## config.mk

```make
export PLATFORM = sky130hd
export DESIGN_NAME = utf8_to_utf16_decoder_core_flat
export DESIGN_NICKNAME = d
export VERILOG_FILES = /design/src/design/u8u16_pkg.sv /design/src/design/u8u16_ifs.sv /design/src/design/utf8_to_utf16_decoder_core.sv /design/src/design/u8u16_decode.sv /design/src/flat_wrapper.sv
export SDC_FILE = /design/constraint.sdc
export NUM_CORES = 1
export LEC_CHECK = 0
export ABC_AREA = 1
export BUFFER_PORTS_ARGS = -buffer_cell sky130_fd_sc_hd__buf_2
export CAP_MARGIN = 20
export CORE_MARGIN = 8
export CORE_UTILIZATION = 48
export CTS_CLUSTER_DIAMETER = 80
export DETAILED_ROUTE_END_ITERATION = 7
export GPL_TIMING_DRIVEN = 1
export PLACE_DENSITY = 0.78
export SLEW_MARGIN = 20
export SYNTH_ARGS = -nofsm -noshare
export SYNTH_HDL_FRONTEND = slang
export SYNTH_SLANG_ARGS = --single-unit
```

## constraint.sdc

```tcl
create_clock -name clk -period 2.1 [get_ports clk]
set_input_delay 0.525 -clock clk [delete_from_list [all_inputs] [get_ports clk]]
set_output_delay 0.525 -clock clk [all_outputs]
set_load 0.005 [all_outputs]
```

## src/design/u8u16_pkg.sv

```systemverilog
// Package: shared constants and types for the UTF-8 to UTF-16 decoder.
package u8u16_pkg;

  localparam int unsigned ByteW = 8;
  localparam int unsigned UnitW = 16;
  localparam int unsigned RemW  = 2;
  localparam int unsigned Low6W = 6;

  // continuation bytes still expected
  localparam logic [RemW-1:0] REM_NONE = 2'd0;
  localparam logic [RemW-1:0] REM_ONE  = 2'd1;
  localparam logic [RemW-1:0] REM_TWO  = 2'd2;
  localparam logic [RemW-1:0] REM_BAD  = 2'd3;

  localparam logic [ByteW-1:0] LEAD_HI_MASK = 8'h80;
  localparam logic [ByteW-1:0] LEAD3_MASK   = 8'hE0;
  localparam logic [ByteW-1:0] LEAD2_BITS   = 8'h1F;
  localparam logic [ByteW-1:0] CONT_BITS    = 8'h3F;
  localparam logic [ByteW-1:0] LEAD3_BITS   = 8'h0F;

  typedef struct packed {
    logic             valid;
    logic [UnitW-1:0] code_unit;
    logic             end_of_string;
  } result_t;

endpackage

```

## src/design/u8u16_ifs.sv

```systemverilog
// Interfaces: byte input channel and code unit result channel.
interface u8u16_in_if;
  logic                            valid;
  logic                            ready;
  logic [u8u16_pkg::ByteW-1:0]     data_byte;

  modport source (output valid, output data_byte, input ready);
  modport sink   (input valid, input data_byte, output ready);
endinterface

interface u8u16_out_if;
  logic                            valid;
  logic                            ready;
  logic [u8u16_pkg::UnitW-1:0]     code_unit;
  logic                            end_of_string;

  modport source (output valid, output code_unit, output end_of_string, input ready);
  modport sink   (input valid, input code_unit, input end_of_string, output ready);
endinterface

```

## src/design/utf8_to_utf16_decoder_core.sv

```systemverilog
// Top level: UTF-8 byte stream to UTF-16 BMP code units.
// A sequence's last byte passes through the input register, then its code unit through the
// output register, before the code unit can be accepted on the output channel.
// Throughput: one byte per cycle while no held result stalls the output; set by the single
// decode step between the input register and the result register.
// Reset: synchronous active-low rst_n clears both valid flags and the sequence state.
// Middle and lead bytes of multi-byte sequences produce no result.
module utf8_to_utf16_decoder_core (
  input  logic               clk,
  input  logic               rst_n,
  u8u16_in_if.sink           in_if,
  u8u16_out_if.source        out_if
);

  logic                        in_vld_r;
  logic [u8u16_pkg::ByteW-1:0] in_byte_r;
  logic                        out_vld_r;
  logic [u8u16_pkg::UnitW-1:0] out_unit_r;
  logic                        out_eos_r;
  logic                        step;
  u8u16_pkg::result_t          result;

  // a byte moves through decode whenever the result register can take its output
  assign step        = in_vld_r && (!out_vld_r || out_if.ready);
  assign in_if.ready = !in_vld_r || step;

  u8u16_decode u_decode (
    .clk       (clk),
    .rst_n     (rst_n),
    .step      (step),
    .data_byte (in_byte_r),
    .result    (result)
  );

  always_ff @(posedge clk) begin
    if (!rst_n) begin
      in_vld_r <= 1'b0;
    end else if (in_if.ready) begin
      in_vld_r <= in_if.valid;
    end
  end

  always_ff @(posedge clk) begin
    if (in_if.ready && in_if.valid) begin
      in_byte_r <= in_if.data_byte;
    end
  end

  always_ff @(posedge clk) begin
    if (!rst_n) begin
      out_vld_r <= 1'b0;
    end else if (step) begin
      out_vld_r <= result.valid;
    end else if (out_if.ready) begin
      out_vld_r <= 1'b0;
    end
  end

  always_ff @(posedge clk) begin
    if (step && result.valid) begin
      out_unit_r <= result.code_unit;
      out_eos_r  <= result.end_of_string;
    end
  end

  assign out_if.valid         = out_vld_r;
  assign out_if.code_unit     = out_unit_r;
  assign out_if.end_of_string = out_eos_r;

endmodule

```

## src/design/u8u16_decode.sv

```systemverilog
// Decode state: sequence length tracking and code point assembly.
module u8u16_decode (
  input  logic                           clk,
  input  logic                           rst_n,
  input  logic                           step,
  input  logic [u8u16_pkg::ByteW-1:0]    data_byte,
  output u8u16_pkg::result_t             result
);

  logic [u8u16_pkg::RemW-1:0]  rem_r, rem_nxt;
  logic [u8u16_pkg::UnitW-1:0] part_r, part_nxt;
  logic [u8u16_pkg::Low6W-1:0] low6;
  logic [u8u16_pkg::ByteW-1:0] b;

  assign b    = data_byte;
  assign low6 = b[u8u16_pkg::Low6W-1:0] & u8u16_pkg::CONT_BITS[u8u16_pkg::Low6W-1:0];

  always_comb begin
    rem_nxt               = rem_r;
    part_nxt              = part_r;
    result.valid          = 1'b0;
    result.code_unit      = '0;
    result.end_of_string  = 1'b0;
    case (rem_r)
      u8u16_pkg::REM_TWO: begin
        part_nxt = part_r | {4'b0, low6, 6'b0};
        rem_nxt  = u8u16_pkg::REM_ONE;
      end
      u8u16_pkg::REM_ONE: begin
        result.valid     = 1'b1;
        result.code_unit = part_r | {10'b0, low6};
        part_nxt         = '0;
        rem_nxt          = u8u16_pkg::REM_NONE;
      end
      default: begin
        // lead byte (also covers the unreachable count of three)
        rem_nxt = u8u16_pkg::REM_NONE;
        if (b == '0) begin
          part_nxt             = '0;
          result.valid         = 1'b1;
          result.end_of_string = 1'b1;
        end else if ((b & u8u16_pkg::LEAD_HI_MASK) == '0) begin
          part_nxt         = '0;
          result.valid     = 1'b1;
          result.code_unit = {8'b0, b};
        end else if ((b & u8u16_pkg::LEAD3_MASK) == u8u16_pkg::LEAD3_MASK) begin
          part_nxt = {b[3:0] & u8u16_pkg::LEAD3_BITS[3:0], 12'b0};
          rem_nxt  = u8u16_pkg::REM_TWO;
        end else begin
          part_nxt = {5'b0, b[4:0] & u8u16_pkg::LEAD2_BITS[4:0], 6'b0};
          rem_nxt  = u8u16_pkg::REM_ONE;
        end
      end
    endcase
  end

  always_ff @(posedge clk) begin
    if (!rst_n) begin
      rem_r  <= u8u16_pkg::REM_NONE;
      part_r <= '0;
    end else if (step) begin
      rem_r  <= rem_nxt;
      part_r <= part_nxt;
    end
  end

  a_rem_never_bad: assert property (@(posedge clk) disable iff (!rst_n)
    rem_r != u8u16_pkg::REM_BAD)
    else $error("continuation count reached an impossible value");

  a_two_then_one: assert property (@(posedge clk) disable iff (!rst_n)
    step && rem_r == u8u16_pkg::REM_TWO |=> rem_r == u8u16_pkg::REM_ONE)
    else $error("middle continuation did not advance the count");

  a_result_ends_seq: assert property (@(posedge clk) disable iff (!rst_n)
    step && result.valid |=> rem_r == u8u16_pkg::REM_NONE && part_r == '0)
    else $error("sequence state not cleared after a result");

  a_low_bits_open: assert property (@(posedge clk) disable iff (!rst_n)
    rem_r != u8u16_pkg::REM_NONE |-> part_r[u8u16_pkg::Low6W-1:0] == '0)
    else $error("partial code point has low bits set before the last byte");

endmodule
```

## src/flat_wrapper.sv

```systemverilog
// flat-port wrapper written by rule: the top's interface ports become plain ports
module utf8_to_utf16_decoder_core_flat 
  (clk, rst_n, in_if_valid, in_if_data_byte, in_if_ready, out_if_valid, out_if_code_unit, out_if_end_of_string, out_if_ready);
  u8u16_in_if in_if_i ();
  u8u16_out_if out_if_i ();
  input  logic clk;
  input  logic rst_n;
  input wire logic [$bits(in_if_i.valid)-1:0] in_if_valid;
  input wire logic [$bits(in_if_i.data_byte)-1:0] in_if_data_byte;
  output wire logic [$bits(in_if_i.ready)-1:0] in_if_ready;
  output wire logic [$bits(out_if_i.valid)-1:0] out_if_valid;
  output wire logic [$bits(out_if_i.code_unit)-1:0] out_if_code_unit;
  output wire logic [$bits(out_if_i.end_of_string)-1:0] out_if_end_of_string;
  input wire logic [$bits(out_if_i.ready)-1:0] out_if_ready;
  assign in_if_i.valid = in_if_valid;
  assign in_if_i.data_byte = in_if_data_byte;
  assign in_if_ready = in_if_i.ready;
  assign out_if_valid = out_if_i.valid;
  assign out_if_code_unit = out_if_i.code_unit;
  assign out_if_end_of_string = out_if_i.end_of_string;
  assign out_if_i.ready = out_if_ready;
  utf8_to_utf16_decoder_core u_core (.clk(clk), .rst_n(rst_n), .in_if(in_if_i), .out_if(out_if_i));
endmodule
```

Word level (Yosys, flattened, before mapping). Cells that the tools add are included. W data, S select, Z words.

Bits of input ports: 12. Output and inout port bits: 19. Bits in registers: 45. Word-level logic and storage cells: 38.

Mux-type cells: 15. Reduce and logical (&&, ||, !) cells: 11. Bitwise logic cells: 2. Equality and inequality tests: 3.

Operators by type and width (count): $mux W16 (4); $pmux W17 S2 (1); $pmux W16 S2 (1); $mux W17 (1); $logic_not A8 Y1 (2); $or A16 B12 Y16 (1); $or A16 B6 Y16 (1); $mux W2 (3); $mux W1 (4); $pmux W2 S2 (1); $eq A3 B3 Y1 const B (1); $logic_and A1 B1 Y1 (3); $eq A2 B1 Y1 const B (1); $eq A2 B2 Y1 const B (1); $logic_not A1 Y1 (2); $logic_or A1 B1 Y1 (2); $reduce_bool A2 Y1 (1); $reduce_or A2 Y1 (1).

Depth between registers and ports, before layout. Gate-level depths: netlist of the first run.

Word-level depth: 5. Mapped depth: 8.

Hierarchy. A second synthesis of the first run with hierarchy kept.

Cell total of the unflattened synthesis: 163. Area, all modules: 1664.1 um^2.

Modules (own cells, without submodules): utf8_to_utf16_decoder_core (area an instance 858.3 um^2, cells an instance 42, instances 1); u8u16_decode (area an instance 805.8 um^2, cells an instance 121, instances 1).

Worst setup path before layout of the first run. Ideal clock, no wire load.

Path kind: register to register. Start point: register u_core.u_decode.rem_r[0] (netlist name). End point: register u_core.out_unit_r (netlist bit u_core.out_if.code_unit[0]) (enable). Required time: 1.731 ns. Arrival time: 1.423 ns. Cell stages (with the launch flop): 8. Library setup time: 0.369 ns. Path slack: 0.308 ns. Path buffers: 1. Cell sequence: dfxtp_1 -> inv_1 -> ha_1 -> buf_6 -> inv_6 -> a21oi_4 -> nand2_2 -> inv_1.

Cells in the longest elaborated chain, start to end: 3.

RTL lines: from (decl) (RTL line u8u16_decode.sv:10) `logic [u8u16_pkg::RemW-1:0] rem_r, rem_nxt;`; from (signal assigned) (RTL line u8u16_decode.sv:59) `rem_r <= u8u16_pkg::REM_NONE;`; from (signal assigned) (RTL line u8u16_decode.sv:62) `rem_r <= rem_nxt;`; $eq A2 B1 Y1 or $eq A2 B2 Y1 (tied branches) (RTL line u8u16_decode.sv:24) `case (rem_r)`; $pmux W17 S2 * (RTL line u8u16_decode.sv:24); $logic_and A1 B1 Y1 * (RTL line utf8_to_utf16_decoder_core.sv:60) `if (step && result.valid) begin`; to (signal assigned) (RTL line utf8_to_utf16_decoder_core.sv:61) `out_unit_r <= result.code_unit;`; to (decl) (RTL line utf8_to_utf16_decoder_core.sv:18) `logic [u8u16_pkg::UnitW-1:0] out_unit_r;`.

Mark *: on every way between the ends. The rest lies on a longest branch, timed or not. A chain may end at the register's enable or synchronous reset.

Worst setup path in the final report of the first run.
Start point: register u_core.u_decode.rem_r[0] (netlist name). End point: register u_core.out_unit_r (netlist bit u_core.out_if.code_unit[12]) (enable).

The elaborated chain is that of the path after synthesis.

==> results of run 1 <==
## routing by layer
layer	part of all wire [%]	routed length, um	GRT usage (%)
met1	44	1260	13.4
met4	3.2	93	8.87
met5	0	0	0
met3	5.1	149	4.37
met2	48	1390	19.2
## worst paths after layout
check                                                 from                     endpoint  slack, ns  depth (start not counted)
worst max-delay path              u_core.u_decode.rem_r[0]  u_core.out_if.code_unit[12]       0.15                          8
worst min register to register  u_core.u_decode.part_r[11]   u_core.u_decode.part_r[11]       0.47                          2
worst min-delay path                    in_if_data_byte[2]          u_core.in_byte_r[2]       0.35                          1
worst max register to register    u_core.u_decode.rem_r[0]  u_core.out_if.code_unit[12]       0.15                          8
## synthesized netlist by cell type, types with 3 or more instances
cell      number  share of area, %
a21oi_1        6               1.9
edfxtp_1      25                47
nand2_4        4               2.8
nand3_1        9               2.8
o21ai_0        4               1.2
inv_1         16               3.7
dfxtp_1       14                17
nand2_2        5               1.9
a21oi_2        3               1.6
nor2_1        20               4.7
nand2_1       20               4.7
## cell families after synthesis
kind of cell / synth area share, %
compound gates: 8.42
buf+inv: 6.78
simple gates: 19.0
flops: 64.2
fa+ha+maj: 1.56
## layout by cell type (no fill, tap or decap), types with 2 or more instances in the layout
cell type   n
nand3_1     9
nand2_1    20
clkbuf_4    5
o21ai_2     2
a21oi_2     3
nand2_4     4
dfxtp_1    14
buf_2      30
inv_1      16
nor2_1     20
edfxtp_1   25
nand2_2     5
ha_1        2
a21oi_1     6
clkinv_2    3
inv_6       2
nor3_1      2
o21ai_0     4
o21ai_1     2
inv_2       2
## stage by stage
stage	instances	setup slack, ns	power [mW]	hold WS, ns
after global placement	221	0.244	1.04	0.441
after floorplan	147	0.308	0.997	0.428
after detailed placement	221	0.157	1.05	0.449
after CTS	229	0.135	1.41	0.333
after global routing	229	0.0158	1.46	0.322
final	229	0.148	1.39	0.347
## report_power, final
| part | total (mW) | internal, mW | leakage [nW] | switching [mW] |
|---|---|---|---|---|
| sequential | 0.876 | 0.857 | 0.343 | 0.0187 |
| clock | 0.361 | 0.124 | 0.0347 | 0.237 |
| combinational | 0.156 | 0.0557 | 0.372 | 0.100 |
| total | 1.39 | 1.04 | 0.750 | 0.355 |
## area by class of cell
| class | count | area (um^2) | area share (%) |
|---|---|---|---|
| sequential | 39 | 1030 | 55.4 |
| multi-input combinational | 85 | 465 | 25.0 |
| timing repair buffer | 31 | 170 | 9.14 |
| inverter | 20 | 85.1 | 4.57 |
| tap | 46 | 57.6 | 3.09 |
| clock buffer | 5 | 37.5 | 2.02 |
| clock inverter | 3 | 15.0 | 0.806 |
## sequential cells by signal, indices dropped and copies added (netlist names)
| signal | count |
|---|---|
| u_core.in_vld_r | 1 |
| u_core.out_if.end_of_string | 1 |
| u_core.in_byte_r | 8 |
| u_core.out_if.code_unit | 16 |
| u_core.out_if.valid | 1 |
| u_core.u_decode.rem_r | 2 |
| u_core.u_decode.part_r | 10 |
==> flow_metrics.tcl, run 1 <==
set metrics [dict create \
    worstSetupPathType "register to register" \
    synthArstFlopShare_pct 0 \
    post_drt_via_cell_ratio 4.79 \
    gpl.final_weighted_congestion 0.817 \
    cts_hold_repair.buffers 0 \
    ctsResizeCount 0 \
    finalCoreUtilization_pct 56.7 \
    relative_slew_margins_pct 68.3 \
    port-buffer-count 30 \
    ys.flop_type "edfxtp_1" \
    layout.filler_cells 285 \
    detailroute.via_count 1098 \
    required_ns 2.18 \
    startpoint_type "register" \
    clock_tree.root_cell "clkbuf_4" \
    design.die.area_um2 5450 \
    synth_edf_count 25 \
    mappedNetlistNets 161 \
    core-area_um2 3280 \
    cts_num_sinks 39 \
    timing.final.hold_violations 0 \
    antenna_cells 0 \
    worst_setup_hold_path_clk_slew_ns 0.11 \
    final_min_period_over_clock_period_pct 92.9 \
    post_cts_repair_timing_setup_buffer_count 0 \
    max_clock_freq_mhz 512 \
    area_of_placed_instances_um2 1810 \
    synth_area_per_cell_um2 10.9 \
    via_count_of_the_first_global_routing_pass 1090 \
    initial_antenna_violation_count 0 \
    crit_chain "inv_1, ha_1, nand2_2, inv_2, a21oi_4, nand2_2, inv_1, buf_12" \
    grt_overflow_total 0 \
    outcome "complete, no violations" \
    fin_setup_tns_ns 0 \
    timing.critical_path.max_delay_family "adder cells" \
    timing_max_transition_violations_final 0 \
    maxCapViolCount 0 \
    fp-row-count 21 \
    nets 196 \
    timing.final.crit_period_ns 1.95 \
    clk_latency_ns 0.35 \
    tritoncts.num_buffers 5 \
    cts_buffer_depth 2 \
    total_power_divided_by_cell_area_nw_per_um2 748 \
    floorplan.initialDensity_pct 48.9 \
    drt_iter0_drc 33 \
    synth.ff_latch_count 39 \
    htreeDepth 2 \
    dr.pass1.iters 4 \
    total_leakage_power_nw 0.750 \
    cp.buffers_inverters 4 \
    worstSetupEndpointType "register" \
    tritoncts "yes" \
    wl_per_cell_um 12.7 \
    drt_drc_violations_left 0 \
    grt_setup_unrepaired "no" \
    final_layout_size_suffix_gt1_share_pct 32.8 \
    largest_net_degree_at_the_start_of_global_routing 18 \
    synth_cells 147 \
    crit_fanout 17 \
    setup_violations 0 \
    timing_worst_slew_pin_value_ns 0.476 \
    ys_warn_count 0 \
    dp_hpwl_um 2190 \
    dieHeight_um 73.8 \
    crit_path_top_delay_cell "ha_1" \
    final_antenna_net_count 0 \
    totalWireLength_um 2900 \
    flow.area_growth_from_synthesis_pct 16.0 \
    track_usage_pct 12.3 \
    max_ir_drop_vdd_uv 345 \
    final_design_area_no_fill_um2 1860 \
    synthDistinctLibCells 26 \
    netlist_area_um2 1610 \
    holdCritPathClass "input pin to register" \
    grt_first_pass_wirelength_um 4970 \
    critPathArrivalTime_ns 2.03 \
    die_w_um 73.8 \
    timing.critical_path.slowest_cell_delay_ns 0.49 \
    synth-seq-area-share_pct 64.2 \
    design.portCount 31 \
    fin_worst_skew_ns 0.00582 \
]
Power figures use the tool's default switching activity.
==> run 2: changes to the inputs <==
Settings changed: PLACE_DENSITY 0.78 to 0.81.
Clock period 2.1 ns to 1.6 ns, I/O delays scaled along.
==> run 2 against run 1 <==
Design area is 4.0% higher. Critical endpoint is now u_core.out_if.code_unit[1]. Count of clock-buffer cells in the layout increased by 2. Via count is essentially flat. Combinational power grew 49%. Register-to-register slack lost 0.07 ns. Highest routed layer unchanged. Largest cell class unchanged. Maximum frequency rose by 29%.
==> flow_metrics.tcl, run 2 (synthesized netlist as in run 1, its figures left out) <==
set metrics [dict create \
    crit_path_top_delay_cell "dfxtp_1" \
    track_usage_pct 11.5 \
    dr.pass1.iters 4 \
    required_ns 1.66 \
    grt_setup_unrepaired "no" \
    port-buffer-count 30 \
    relative_slew_margins_pct 81.3 \
    detailroute.via_count 1099 \
    total_leakage_power_nw 0.775 \
    cts_buffer_depth 2 \
    layout.filler_cells 271 \
    total_power_divided_by_cell_area_nw_per_um2 950 \
    outcome "complete, no violations" \
    nets 204 \
    timing.critical_path.max_delay_family "flip-flops" \
    fin_worst_skew_ns 0.0110 \
    worstSetupPathType "register to register" \
    crit_chain "inv_1, ha_4, nand2_2, inv_2, a21oi_4, nand2_2, clkinvlp_4, buf_12" \
    drt_drc_violations_left 0 \
    initial_antenna_violation_count 0 \
    area_of_placed_instances_um2 1870 \
    floorplan.initialDensity_pct 48.9 \
    timing_worst_slew_pin_value_ns 0.278 \
    dieHeight_um 73.8 \
    final_design_area_no_fill_um2 1940 \
    cts_hold_repair.buffers 0 \
    timing_max_transition_violations_final 0 \
    detailedPlace.worstSlack_ns -0.0322 \
    dp_hpwl_um 2150 \
    totalWireLength_um 2840 \
    design.portCount 31 \
    clk_latency_ns 0.34 \
    clock_tree.root_cell "clkbuf_4" \
    gpl.final_weighted_congestion 0.825 \
    critPathArrivalTime_ns 1.57 \
    crit_path_frequent_cell "nand2_2" \
    startpoint_type "register" \
    post_drt_via_cell_ratio 4.64 \
    critical_path.reg2reg.startpoint "u_core.u_decode.rem_r[0]" \
    fp-row-count 21 \
    worst_setup_hold_path_clk_slew_ns 0.10 \
    htreeDepth 2 \
    drt_iter0_drc 102 \
    worst_hold_startpoint "in_if_data_byte[3]" \
    max_clock_freq_mhz 659 \
    min_path_cells 1 \
    design.die.area_um2 5450 \
    hold_slack_ns 0.240 \
    tritoncts "yes" \
    largest_reg_flops 16 \
    cp.buffers_inverters 4 \
    reg2reg_slack_ns 0.08 \
    grt_overflow_total 0 \
    tritoncts.num_buffers 5 \
    worstSetupEndpointType "register" \
    final_min_period_over_clock_period_pct 94.8 \
    most_common_cell_after_layout_fill_and_taps_aside "buf_2" \
    final_antenna_net_count 0 \
    postLayoutSetupSlackWorst_ns 0.0829 \
    grt_first_pass_wirelength_um 4660 \
    flow.area_growth_from_synthesis_pct 20.6 \
    largest_net_degree_at_the_start_of_global_routing 18 \
    final_layout_size_suffix_gt1_share_pct 35.6 \
    timing.final.crit_period_ns 1.52 \
    r2r_cells 8 \
    antenna_cells 0 \
    core-area_um2 3280 \
    cts_num_sinks 39 \
    timing.final.hold_violations 0 \
    layout_common_cells "buf_2 (30), edfxtp_1 (25), nor2_1 (20), nand2_1 (20), inv_1 (15)" \
    setup_violations 0 \
    maxCapViolCount 0 \
    max_ir_drop_vdd_uv 410 \
    min_to "u_core.in_byte_r[3]" \
    die_w_um 73.8 \
    timing.critical_path.slowest_cell_delay_ns 0.35 \
    holdCritPathClass "input pin to register" \
    crit_fanout 17 \
    via_count_of_the_first_global_routing_pass 1051 \
    wl_per_cell_um 12.0 \
    critical_path.reg2reg.endpoint "u_core.out_if.code_unit[1]" \
]
-- run 2: cell count changes in the layout (fill, tap and decap cells not counted), sizes merged --
cell,change
buf,+8
clkbuf,+2
clkinv,-2
clkinvlp,+1
inv,-1
-- run 2: how the worst max path moves through the flow --
stage	from	slack (ns)	endpoint	depth (start not counted)
after global routing	u_core.u_decode.rem_r[0]	0.008	u_core.out_if.end_of_string	8
final	u_core.u_decode.rem_r[0]	0.08	u_core.out_if.code_unit[1]	8
after floorplan	u_core.u_decode.rem_r[0]	0.002	u_core.out_if.code_unit[0]	7
after detailed placement	u_core.u_decode.rem_r[0]	-0.03	u_core.out_if.code_unit[4]	7
after CTS	u_core.u_decode.rem_r[0]	0.08	u_core.out_if.code_unit[0]	8
after global placement	u_core.u_decode.rem_r[0]	0.003	u_core.out_if.code_unit[3]	7
-- run 2: layout make-up --
class                           instances  area, um^2  share of cell area [%]
Tap cell                               46        57.6                    2.97
Inverter                               20        88.8                    4.59
Multi-Input combinational cell         85         478                    24.7
Sequential cell                        39        1030                    53.3
Clock inverter                          1        5.00                   0.259
Clock buffer                            7        45.0                    2.33
Timing Repair Buffer                   39         230                    11.9
-- run 2: through the flow --
step	instances	total power [mW]	TNS, ns	util [%]
2_1_floorplan	147	1.31	0	-
3_3_place_gp	228	1.40	0	56.8
3_5_place_dp	228	1.40	-0.541	56.8
4_1_cts	237	1.85	0	58.9
5_1_grt	237	1.92	0	58.9
6_report	237	1.84	0	58.9
-- run 2: power breakdown --
part,leakage (nW),switching (mW),total [mW],internal [mW]
registers,0.343,0.0265,1.15,1.13
clock network,0.0293,0.284,0.456,0.171
logic,0.402,0.135,0.232,0.0969
-- run 2: timing repair --
| action | in CTS | in global routing |
|---|---|---|
| setup buffers | 1 | 0 |
| gates resized for setup | 0 | 0 |
| endpoints found under the setup margin | 17 | 0 |
-- run 2: layer usage --
layer,GRT usage [%],vias to the layer above,routed length [um],share of wire [%]
li1,-,572,-,-
met1,12.6,488,1230,43
met2,19.2,33,1350,48
met3,4.37,6,210,7.4
met4,5.32,0,48,1.7
met5,0,-,0,0
==> run 3: changes to the inputs <==
Settings changed: CELL_PAD_IN_SITES_DETAIL_PLACEMENT set to 2, CELL_PAD_IN_SITES_GLOBAL_PLACEMENT set to 2, CORE_UTILIZATION 48 to 31, RECOVER_POWER set to 50.
==> run 3 against run 2 <==
Flip-flop and latch count is the same. Highest routed layer unchanged. Clock power is 46% higher. Combinational power up 21%. Die area grew 42%. Total power increased by 14%. Largest power group unchanged. Register-to-register slack lost 0.06 ns. First-iteration DRC count down 66%. Via count rose by 11%.
==> flow_metrics.tcl, run 3 (synthesized netlist as in run 1, its figures left out) <==
set metrics [dict create \
    largest_reg_flops 16 \
    clk_latency_ns 0.30 \
    fin_worst_skew_ns 0.00644 \
    timing_max_transition_violations_final 0 \
    final_min_period_over_clock_period_pct 98.6 \
    clock_tree.root_cell "clkbuf_8" \
    timing.final.hold_violations 0 \
    fp-row-count 26 \
    power.switching_mw 0.551 \
    internal_power_mw 1.55 \
    htreeDepth 2 \
    cts_hold_repair.buffers 0 \
    timing.final.crit_period_ns 1.58 \
    grt_setup_unrepaired "yes" \
    outcome "complete, no violations" \
    via_count_of_the_first_global_routing_pass 1390 \
    reg2reg_slack_ns 0.02 \
    final_antenna_net_count 0 \
    setup_violations 0 \
    dr.pass1.iters 4 \
    startpoint_type "register" \
    max_ir_drop_vdd_uv 674 \
    dp_hpwl_um 3340 \
    drt_drc_violations_left 0 \
    grt_first_pass_wirelength_um 7020 \
    comb_power_share_pct 13.4 \
    design.die.area_um2 7740 \
    tritoncts.num_buffers 5 \
    timing_worst_slew_pin_value_ns 0.337 \
    design.portCount 31 \
    detailroute.via_count 1223 \
    crit_fanout 8 \
    holdCritPathClass "input pin to register" \
    initial_antenna_violation_count 0 \
    largest_net_degree_at_the_start_of_global_routing 18 \
    power.switching_fraction_pct 26.2 \
    cts_buffer_depth 2 \
    tritoncts "yes" \
    worst_setup_hold_path_clk_slew_ns 0.07 \
    pwr-share-clk_pct 31.7 \
    required_ns 1.63 \
    critical_path.reg2reg.startpoint "u_core.u_decode.rem_r[0]" \
    most_common_cell_after_layout_fill_and_taps_aside "buf_2" \
    gpl.final_weighted_congestion 0.723 \
    port-buffer-count 30 \
    critical_path.reg2reg.endpoint "u_core.out_if.code_unit[0]" \
    max_clock_freq_mhz 634 \
    track_usage_pct 12.3 \
    total_leakage_power_nw 0.818 \
    dieHeight_um 88.0 \
    layout_common_cells "buf_2 (30), edfxtp_1 (25), nor2_1 (20), nand2_1 (20), inv_1 (13)" \
    r2r_cells 8 \
    post_drt_via_cell_ratio 4.60 \
    grt_overflow_total 0 \
    die_w_um 88.0 \
    worstSetupPathType "register to register" \
    critPathArrivalTime_ns 1.60 \
    p_seq_share_pct 54.9 \
    postLayoutSetupSlackWorst_ns 0.0232 \
    cts_num_sinks 39 \
    flow.area_growth_from_synthesis_pct 28.6 \
    antenna_cells 0 \
    worstSetupEndpointType "register" \
    drt_iter0_drc 35 \
    relative_slew_margins_pct 77.5 \
    core-area_um2 5040 \
    total_power_divided_by_cell_area_nw_per_um2 1020 \
    fin_setup_tns_ns 0 \
    finalCoreUtilization_pct 40.9 \
    min_path_cells 1 \
    nets 209 \
    maxCapViolCount 0 \
    min_to "u_core.in_byte_r[7]" \
    layout.filler_cells 562 \
    wl_per_cell_um 16.8 \
    floorplan.initialDensity_pct 31.8 \
    detailedPlace.worstSlack_ns -0.131 \
    worst_hold_startpoint "in_if_data_byte[7]" \
    final_layout_size_suffix_gt1_share_pct 39.3 \
    totalWireLength_um 4460 \
]
run 3: cell count changes in the layout (fill, tap and decap cells not counted), sizes merged:
cell      delta
buf          +4
clkinvlp     +1
clkinv       -1
clkbuf       +1
run 3: how the worst max path moves through the flow:
| stage | start | to | depth (start not counted) |
|---|---|---|---|
| after floorplan | u_core.u_decode.rem_r[0] | u_core.out_if.code_unit[0] | 7 |
| after global placement | u_core.u_decode.rem_r[0] | u_core.out_if.code_unit[10] | 7 |
| after detailed placement | u_core.u_decode.rem_r[0] | u_core.out_if.code_unit[2] | 7 |
| after CTS | u_core.u_decode.rem_r[0] | u_core.out_if.code_unit[12] | 8 |
| after global routing | u_core.u_decode.rem_r[0] | u_core.out_if.code_unit[6] | 8 |
| final | u_core.u_decode.rem_r[0] | u_core.out_if.code_unit[0] | 8 |
run 3: power by group through the flow:
stage	sequential, mW	combinational, mW	clock (mW)
floorplan	1.17	0.144	0
global placement	1.17	0.239	0
detailed placement	1.18	0.258	0
CTS	1.15	0.269	0.680
global route	1.16	0.305	0.720
finish	1.15	0.281	0.667
run 3: what timing repair did:
action / CTS / global route
gates cloned: 0 / 1
setup endpoints to repair: 17 / 17
resized for setup: 1 / 5
pin swaps: 0 / 2
setup buffers: 1 / 1
run 3: final cells by class:
class / instances / area [um^2] / area share (%)
Sequential cell: 39 / 1030 / 50.1
Multi-Input combinational cell: 85 / 483 / 23.4
Timing Repair Buffer: 44 / 285 / 13.8
Inverter: 20 / 91.3 / 4.42
Tap cell: 70 / 87.6 / 4.24
Clock buffer: 7 / 76.3 / 3.70
Clock inverter: 1 / 7.51 / 0.364
run 3: per-stage QoR:
stage	instance area [um^2]	hold WS (ns)	std cells	power (mW)
floorplan	1620	0.428	147	1.31
global placement	1920	0.452	255	1.41
detailed placement	1920	0.481	255	1.43
CTS	2020	0.264	264	2.10
global route	2060	0.255	266	2.19
finish	2060	0.269	266	2.10
run 3: per-layer routing:
layer / up-vias / share of wire, % / global-route usage [%]
met5: - / 0 / 0
met4: 0 / 2.2 / 6.09
met3: 9 / 5.2 / 3.66
met2: 26 / 54 / 23.0
met1: 608 / 39 / 12.0
li1: 580 / - / -
run 3: critical path, cell delays in order, from the launching register on:
cell	delay, ns
dfxtp_2	0.34
inv_2	0.05
ha_4	0.24
nand2_4	0.09
inv_4	0.04
a21oi_4	0.13
nand2_2	0.10
clkinvlp_4	0.14
clkbuf_16	0.17
